<file path="src/aesbe_pkg.sv">
// Package for the AES block encrypt pipeline: types, S-box, GF helpers.
// No dependencies; used by aesbe_keysched and aes_block_encrypt.
package aesbe_pkg;

  localparam int unsigned KeyWordsDefault = 4;
  localparam int unsigned NumRegs = 4;
  localparam int unsigned AddrWidth = 5;

  typedef struct packed {
    logic [63:0] plain_hi;
    logic [63:0] plain_lo;
  } plain_t;

  typedef struct packed {
    logic [63:0] cipher_hi;
    logic [63:0] cipher_lo;
  } cipher_t;

  typedef enum logic [1:0] {
    REG_KEY_0 = 2'd0,
    REG_KEY_1 = 2'd1,
    REG_KEY_2 = 2'd2,
    REG_KEY_3 = 2'd3
  } reg_idx_e;

  localparam logic [7:0] SBOX [256] = '{
    8'h63,8'h7c,8'h77,8'h7b,8'hf2,8'h6b,8'h6f,8'hc5,8'h30,8'h01,8'h67,8'h2b,8'hfe,8'hd7,8'hab,8'h76,
    8'hca,8'h82,8'hc9,8'h7d,8'hfa,8'h59,8'h47,8'hf0,8'had,8'hd4,8'ha2,8'haf,8'h9c,8'ha4,8'h72,8'hc0,
    8'hb7,8'hfd,8'h93,8'h26,8'h36,8'h3f,8'hf7,8'hcc,8'h34,8'ha5,8'he5,8'hf1,8'h71,8'hd8,8'h31,8'h15,
    8'h04,8'hc7,8'h23,8'hc3,8'h18,8'h96,8'h05,8'h9a,8'h07,8'h12,8'h80,8'he2,8'heb,8'h27,8'hb2,8'h75,
    8'h09,8'h83,8'h2c,8'h1a,8'h1b,8'h6e,8'h5a,8'ha0,8'h52,8'h3b,8'hd6,8'hb3,8'h29,8'he3,8'h2f,8'h84,
    8'h53,8'hd1,8'h00,8'hed,8'h20,8'hfc,8'hb1,8'h5b,8'h6a,8'hcb,8'hbe,8'h39,8'h4a,8'h4c,8'h58,8'hcf,
    8'hd0,8'hef,8'haa,8'hfb,8'h43,8'h4d,8'h33,8'h85,8'h45,8'hf9,8'h02,8'h7f,8'h50,8'h3c,8'h9f,8'ha8,
    8'h51,8'ha3,8'h40,8'h8f,8'h92,8'h9d,8'h38,8'hf5,8'hbc,8'hb6,8'hda,8'h21,8'h10,8'hff,8'hf3,8'hd2,
    8'hcd,8'h0c,8'h13,8'hec,8'h5f,8'h97,8'h44,8'h17,8'hc4,8'ha7,8'h7e,8'h3d,8'h64,8'h5d,8'h19,8'h73,
    8'h60,8'h81,8'h4f,8'hdc,8'h22,8'h2a,8'h90,8'h88,8'h46,8'hee,8'hb8,8'h14,8'hde,8'h5e,8'h0b,8'hdb,
    8'he0,8'h32,8'h3a,8'h0a,8'h49,8'h06,8'h24,8'h5c,8'hc2,8'hd3,8'hac,8'h62,8'h91,8'h95,8'he4,8'h79,
    8'he7,8'hc8,8'h37,8'h6d,8'h8d,8'hd5,8'h4e,8'ha9,8'h6c,8'h56,8'hf4,8'hea,8'h65,8'h7a,8'hae,8'h08,
    8'hba,8'h78,8'h25,8'h2e,8'h1c,8'ha6,8'hb4,8'hc6,8'he8,8'hdd,8'h74,8'h1f,8'h4b,8'hbd,8'h8b,8'h8a,
    8'h70,8'h3e,8'hb5,8'h66,8'h48,8'h03,8'hf6,8'h0e,8'h61,8'h35,8'h57,8'hb9,8'h86,8'hc1,8'h1d,8'h9e,
    8'he1,8'hf8,8'h98,8'h11,8'h69,8'hd9,8'h8e,8'h94,8'h9b,8'h1e,8'h87,8'he9,8'hce,8'h55,8'h28,8'hdf,
    8'h8c,8'ha1,8'h89,8'h0d,8'hbf,8'he6,8'h42,8'h68,8'h41,8'h99,8'h2d,8'h0f,8'hb0,8'h54,8'hbb,8'h16
  };

  localparam logic [7:0] RCON [16] = '{
    8'h01,8'h02,8'h04,8'h08,8'h10,8'h20,8'h40,8'h80,
    8'h1b,8'h36,8'h6c,8'hd8,8'hab,8'h4d,8'h9a,8'h2f
  };

  function automatic logic [31:0] sub_word(input logic [31:0] w);
    sub_word = {SBOX[w[31:24]], SBOX[w[23:16]], SBOX[w[15:8]], SBOX[w[7:0]]};
  endfunction

  function automatic logic [7:0] xtime(input logic [7:0] b);
    xtime = {b[6:0], 1'b0} ^ (b[7] ? 8'h1b : 8'h00);
  endfunction

  // State as 128 bits, byte 0 at [127:120]; byte index r + 4*c.
  function automatic logic [127:0] sub_shift(input logic [127:0] s);
    logic [127:0] t;
    t = '0;
    for (int r = 0; r < 4; r++) begin
      for (int c = 0; c < 4; c++) begin
        t[127 - 8*(r + 4*c) -: 8] = SBOX[s[127 - 8*(r + 4*((c + r) % 4)) -: 8]];
      end
    end
    sub_shift = t;
  endfunction

  function automatic logic [127:0] mix_columns(input logic [127:0] s);
    logic [127:0] t;
    logic [7:0] a0, a1, a2, a3, al;
    t = '0;
    for (int c = 0; c < 4; c++) begin
      a0 = s[127 - 32*c -: 8];
      a1 = s[119 - 32*c -: 8];
      a2 = s[111 - 32*c -: 8];
      a3 = s[103 - 32*c -: 8];
      al = a0 ^ a1 ^ a2 ^ a3;
      t[127 - 32*c -: 32] = {a0 ^ al ^ xtime(a0 ^ a1), a1 ^ al ^ xtime(a1 ^ a2),
                             a2 ^ al ^ xtime(a2 ^ a3), a3 ^ al ^ xtime(a3 ^ a0)};
    end
    mix_columns = t;
  endfunction

endpackage

</file>
<file path="src/aesbe_keysched.sv">
// Key schedule expander: one word per cycle after reset and after each key write.
// Depends on aesbe_pkg.
module aesbe_keysched import aesbe_pkg::*; #(
  parameter int unsigned KeyWords = KeyWordsDefault
) (
  input  logic        clk_i,
  input  logic        rst_ni,
  input  logic        start_i,
  input  logic [255:0] key_i,
  output logic        busy_o,
  output logic [32*4*(KeyWords+7)-1:0] rk_o
);
  localparam int unsigned SchedWords = 4 * (KeyWords + 7);
  localparam int unsigned CntW = $clog2(SchedWords + 1);
  localparam int unsigned ModW = $clog2(KeyWords + 1);

  logic [31:0]     w_q [SchedWords];
  logic [CntW-1:0] cnt_q;
  logic [ModW-1:0] modk_q;
  logic [3:0]      rc_q;
  logic            busy_q;
  logic [31:0]     prev, t;

  // Newest word sits at the top; shift the schedule down one word per step.
  always_comb begin
    prev = w_q[SchedWords-1];
    t = prev;
    if (modk_q == '0) begin
      t = sub_word({prev[23:0], prev[31:24]}) ^ {RCON[rc_q], 24'h0};
    end else if (KeyWords > 6 && modk_q == ModW'(4)) begin
      t = sub_word(prev);
    end
  end

  always_ff @(posedge clk_i or negedge rst_ni) begin
    if (!rst_ni) begin
      busy_q <= 1'b1;
      cnt_q  <= CntW'(SchedWords - KeyWords);
      modk_q <= '0;
      rc_q   <= '0;
      for (int i = 0; i < SchedWords; i++) w_q[i] <= '0;
    end else if (start_i) begin
      busy_q <= 1'b1;
      cnt_q  <= CntW'(SchedWords - KeyWords);
      modk_q <= '0;
      rc_q   <= '0;
      for (int i = 0; i < KeyWords; i++) begin
        w_q[SchedWords - KeyWords + i] <= key_i[255 - 32*i -: 32];
      end
    end else if (busy_q) begin
      for (int i = 0; i < SchedWords - 1; i++) w_q[i] <= w_q[i+1];
      w_q[SchedWords-1] <= w_q[SchedWords-KeyWords] ^ t;
      if (modk_q == ModW'(KeyWords - 1)) begin
        modk_q <= '0;
      end else begin
        modk_q <= modk_q + ModW'(1);
      end
      if (modk_q == '0) rc_q <= rc_q + 4'd1;
      cnt_q <= cnt_q - CntW'(1);
      if (cnt_q == CntW'(1)) busy_q <= 1'b0;
    end
  end

  always_comb begin
    for (int i = 0; i < SchedWords; i++) rk_o[32*(SchedWords-i)-1 -: 32] = w_q[i];
  end
  assign busy_o = busy_q;
endmodule

</file>
<file path="config.mk">
export PLATFORM = sky130hd
export DESIGN_NAME = aesbe_keysched
export DESIGN_NICKNAME = d
export VERILOG_FILES = /design/src/aesbe_pkg.sv /design/src/aesbe_keysched.sv
export SDC_FILE = /design/constraint.sdc
export NUM_CORES = 2
export LEC_CHECK = 0
export ABC_AREA = 0
export BUFFER_PORTS_ARGS = -buffer_cell sky130_fd_sc_hd__buf_4
export CORE_AREA = 2 2 658 660
export CTS_BUF_LIST = sky130_fd_sc_hd__clkbuf_8
export CTS_CLUSTER_SIZE = 14
export DETAILED_ROUTE_END_ITERATION = 10
export DIE_AREA = 0 0 660 662
export SETUP_SLACK_MARGIN = 0.2
export SLEW_MARGIN = 15
export SYNTH_ARGS = -nofsm -noshare
export SYNTH_HDL_FRONTEND = slang
export SYNTH_SLANG_ARGS = --single-unit
</file>
<file path="constraint.sdc">
create_clock -name clk_i -period 7.2 [get_ports clk_i]
set_clock_uncertainty 0.05 [all_clocks]
set_input_delay 1.44 -clock clk_i [delete_from_list [all_inputs] [get_ports clk_i]]
set_output_delay 1.44 -clock clk_i [all_outputs]
set_load 0.02 [all_outputs]
</file>
Yosys cells after proc, flatten, opt, wreduce, memory -nomap -nowiden --
Memory sizes are Yosys's and may differ from the RTL's. Index checks and enable logic that the tools add are counted.
Word-level totals: input bits 259, register bits 1422, bits in latches 0, output and inout port bits 1409, word-level logic and storage cells 100, ROM bits 8320, bits in writable memories 0, memories 5
Operators by class: reduce and logical (&&, ||, !) cells 5, bitwise logic cells 8, div/mod/pow operators 0, multipliers 0, $add $sub $neg 3, shift-type cells 0, equality and inequality tests 2, order comparisons 5, multiplexer cells 24
Memories:
- (name not given) | words 256, bits a word 8, rd ports 1, clocked after memory_dff 0, wr ports 0, line aesbe_pkg.sv:51 | sub_word = {SBOX[w[31:24]], SBOX[w[23:16]], SBOX[w[15:8]], SBOX[w[7:0]]};
- (name not given) | words 256, bits a word 8, rd ports 1, clocked after memory_dff 0, wr ports 0, line aesbe_pkg.sv:51
- (name not given) | words 256, bits a word 8, rd ports 1, clocked after memory_dff 0, wr ports 0, line aesbe_pkg.sv:51
- (name not given) | words 256, bits a word 8, rd ports 1, clocked after memory_dff 0, wr ports 0, line aesbe_pkg.sv:51
- (name not given) | words 16, bits a word 8, rd ports 1, clocked after memory_dff 0, wr ports 0, line aesbe_keysched.sv:29 | t = sub_word({prev[23:0], prev[31:24]}) ^ {RCON[rc_q], 24'h0};
Operators with widths (count):
- 128-bit two-way mux | 2
- 8-bit two-way mux | 10
- 32-bit XOR | 2
- 9-bit >= comparator, second input constant | 4
- 8-bit inverter with 9-bit output | 4
- 32-bit two-way mux | 1
- 4-bit two-way mux | 3
- 6-bit two-way mux | 2
- 3-bit two-way mux | 3
- 6-bit by 1-bit == test with 1-bit output, second input constant | 1
- 6-bit by 1-bit subtractor with 6-bit output, second input constant | 1
- 5-bit >= comparator, second input constant | 1
- 4-bit inverter with 5-bit output | 1
- 4-bit by 1-bit adder with 4-bit output, second input constant | 1
- 2-bit AND reduction | 2
- 2-bit nonzero test | 2
- 3-bit by 1-bit adder with 3-bit output, second input constant | 1
- 3-bit by 2-bit == test with 1-bit output, second input constant | 1
- 3-bit logical NOT | 1
- 1-bit two-way mux | 3
- 1-bit inverter | 1

Depth between registers and ports, before layout --
depth in word-level cells 9, depth in mapped cells 13, depth with buffers taken out 11

Worst setup path after synthesis --
Ideal clock, no wire load.
kind reg2reg, from register w_q, in the netlist prev[25], to register w_q, in the netlist prev[2], buffers on the path 2, period minus slack after synthesis 3.480 ns, setup slack 3.720 ns, stages on the path, launching flop included 14, library setup time 0.128 ns, required time 7.022 ns, arrival 3.303 ns, cells stage by stage dfrtp_1 -> buf_2 -> clkinv_1 -> ha_1 -> and2_1 -> buf_2 -> nor2_1 -> mux4_2 -> a221oi_2 -> a311o_1 -> nand2_1 -> o32ai_1 -> a222oi_1 -> mux2_1
On the way: word-level cells in the longest chain between the ends 9
RTL lines:
- start, declared | line aesbe_keysched.sv:17 | logic [31:0] w_q [SchedWords];
- start signal, assigned by index | line aesbe_keysched.sv:48 | w_q[SchedWords - KeyWords + i] <= key_i[255 - 32*i -: 32];
- start signal, assigned by index | line aesbe_keysched.sv:52 | w_q[SchedWords-1] <= w_q[SchedWords-KeyWords] ^ t;
- 8-bit inverter with 9-bit output (not written as such) | line aesbe_pkg.sv:51
- memory read 256 x 8 bit
- 8-bit two-way mux (not written as such) (2 in series) | line aesbe_pkg.sv:51
- 32-bit XOR | line aesbe_keysched.sv:29
- 32-bit two-way mux | line aesbe_keysched.sv:28 | if (modk_q == '0) begin
- 32-bit XOR | line aesbe_keysched.sv:52
- 128-bit two-way mux | line aesbe_keysched.sv:50 | end else if (busy_q) begin
- 128-bit two-way mux | line aesbe_keysched.sv:42 | end else if (start_i) begin
No other way between the ends. The select of a mux whose other input is x is not followed. A chain may end at the register's enable or synchronous reset.

Final worst setup path --
from register w_q, in the netlist prev[9], to register w_q, in the netlist prev[22]
The elaborated chain is that of the path after synthesis.

==> impl_results.md <==
* Maximum clock frequency at 0.218 GHz
* CTS sink count at 1422
* Vias per cell at 4.31
* Placed cell count at 15100
* Period utilisation layout at 0.638
* Post-CTS resize count at 0
* Root buffer cell: clkbuf_8
* Setup TNS at 0 ns
* Worst Path Buf+Inv at 3
* First-pass GRT wire length at 523 mm
* Number of port buffers at 1539
* CP arrival at 5.39 ns
* H-tree depth at 5
* Register area share after synthesis at 0.523
* P&R area growth vs syn at 34.0%
* Final Hold Vio Count at 0
* Setup Crit Path Kind: reg -> reg
* CP max-delay cell: a211oi_1
* Family with the most delay on the worst path: compound AO/OA/AOI/OAI gates
* Final min period at 4.60 ns
* Worst slew pin tran at 1.28 ns
* Core Box Area at 430000 µm²
* Initial cell density of the core at 0.158
* Critical path endpoint category: flip-flop
* DR WL/cell at 24.8 µm
* Initial antenna violation count at 17
* Ys flop type: dfrtp_1
* WL final at 387 mm
* Gr usage total at 0.167
* Largest net degree at the start of global routing at 223
* Worst min path class: in -> async
* Via count at 67300
* Worst-path fanout max at 22
* Die height at 662 µm
* Critical path's most frequent cell: o21ai_0
* CP Launch Type: flip-flop
* Num CTS Buffers at 270
* Die ar. at 437000 µm²
* Clock Latency Late Sink at 1.04 ns
* Worst vdd ir at 0.171 mV
* #FFs+latches synth at 1422
* P_leak at 47.7 nW
* Max-cap violation count at 0
* Mean Syn Cell Area at 8.11 µm²
* Worst EP required at 7.99 ns
* Final net count at 10000
* CTS tree: built
* 1st-iter DRT viols at 7407
* Outcome: completed
* Asr flop ratio synth at 1.00
* Router iterations before antenna repair at 7
* Syn Nets at 8717
* Synthesis warning total at 0
* Antenna-violating nets left at 0
* Placer Congestion at 0.953
* Slowest stage delay, CP at 0.83 ns
* Cells after Synth at 8386
* Cts hold-fix bufs at 0
* Fill count at 47600
* Dpl hpwl at 294 mm
* Residual DRC at 0
* Layout Cells excl Fill at 15600
* Die X at 660 µm
* Worst relative slew slack at 0.124
* Post-synth EDFFs at 0
* Syn Std Cell Area at 68000 µm²
* Vias in the first global route at 63000
* Yosys cell types at 89
* Clock slew at the register clock pins of the worst setup and hold paths at 0.06 ns
* I/O pin total at 1668
* Postcts setup bufs at 0
* Slew Viols, Final at 0
* Share of layout cells above drive strength 1 at 0.215
* Clk buf depth at 4
* FP Rows at 241
* CP Cell Sequence: buf_4 > inv_1 > ha_1 > buf_4 > nor2b_1 > o21ai_0 > o21ai_0 > o21ai_0 > a211oi_1 > o21ai_0 > a32o_1
* Final setup viols at 0
* Gr ovfl total at 0
* Pwr dens at 335 nW/µm²
* RSZ-0062 raised after global routing: false
layer usage:
layer | part of all wire | vias up | GRT usage | routed length (µm)
met5 | 0.00014 | - | 0 | 56
met4 | 0.061 | 10 | 0.0868 | 23400
met1 | 0.38 | 33200 | 0.196 | 146000
met3 | 0.092 | 758 | 0.0516 | 35500
met2 | 0.47 | 3143 | 0.275 | 182000
li1 | - | 30200 | - | -
cells in the mapped netlist, types with 40 or more instances:
cell type,number,share of area
o21ai_0,345,0.025
a211oi_1,60,0.0066
mux2i_1,114,0.017
a21oi_1,251,0.018
o311ai_0,47,0.0061
nand2b_1,76,0.0070
o211ai_1,55,0.0061
a31oi_1,73,0.0067
buf_2,105,0.0077
dfrtp_1,1419,0.52
nor3_1,110,0.0081
ha_1,72,0.013
nand3_1,96,0.0071
nor2b_1,59,0.0054
nand2_1,4171,0.23
inv_1,40,0.0022
clkbuf_1,461,0.025
nor2_1,217,0.012
through the flow:
step	utilization	setup slack, ns	total power, W	hold slack (ns)	cell area [µm²]
finish	0.212	2.60	0.0305	0.337	91100
global route	0.212	2.59	0.0319	0.255	91100
CTS	0.212	2.70	0.0306	0.221	91100
detailed placement	0.199	2.84	0.0219	0.414	85400
global placement	0.199	2.68	0.0220	0.413	85400
floorplan	-	3.72	0.0162	0.457	68000
path summary, 6_finish.rpt:
path	startpoint	endpoint	slack (ns)	cells after the start
max in group asynchronous	rst_ni	rk_o[277]$_DFFE_PN0P_	5.07	2
hold / removal	rst_ni	rk_o[65]$_DFFE_PN0P_	0.34	1
hold reg to reg	rk_o[721]$_DFFE_PN0P_	rk_o[753]$_DFFE_PN0P_	0.38	2
setup reg to reg	prev[9]$_DFFE_PN0P_	prev[22]$_DFFE_PN0P_	2.60	11
min in group clk_i	rk_o[721]$_DFFE_PN0P_	rk_o[753]$_DFFE_PN0P_	0.38	2
setup / recovery	prev[9]$_DFFE_PN0P_	prev[22]$_DFFE_PN0P_	2.60	11
sequential cells by signal, summed over array words and instances, names as in the netlist:
signal,flops
rk_o,1376
modk_q,3
cnt_q,6
rc_q,4
prev,32
busy_o,1
kinds of logic after synthesis:
group	synth area share
buffers and inverters	0.0406
AND/OR/NAND/NOR	0.286
adder cells (fa/ha/maj)	0.0134
multiplexers	0.0216
flip-flops	0.523
AO/OA/AOI/OAI	0.113
XOR/XNOR	0.00258
power breakdown:
part	leakage, nW	internal [W]	switching, W
sequential	19.1	0.00902	0.00155
combinational	25.4	0.00357	0.00781
clock	3.15	0.00456	0.00397
layout make-up:
cell class / count / area, µm² / area share
sequential: 1422 / 35600 / 0.391
multi-input combinational: 6291 / 29700 / 0.326
timing repair buffer: 1654 / 12800 / 0.140
tap: 5710 / 7140 / 0.0784
clock buffer: 334 / 4600 / 0.0505
clock inverter: 136 / 1020 / 0.0112
inverter: 53 / 199 / 0.00218
antenna: 14 / 35.0 / 0.000385
placed cells by master (no fill, tap or decap), types with 16 or more instances in the layout:
master    count
or2_2        22
and2_1       28
o21ai_0     345
dfrtp_1    1406
clkbuf_8    334
a21boi_0     17
nor3_1      110
or3_1        30
ha_1         72
nand2_1    4171
buf_4      1624
o31ai_1      30
a221oi_1     19
a32oi_1      21
nor2_1      216
clkinv_2     16
o211ai_1     55
nor2b_1      58
inv_1       118
a211oi_1     59
mux2i_1     114
nand3_1      96
and3_1       18
nand2b_1     74
a21oi_1     251
a31oi_1      72
a311oi_1     38
o221ai_1     18
nand4_1      20
o311ai_0     46
o22ai_1      22
a211o_1      17
buf_12       28
Note: power is estimated with default switching activity, not from simulation.
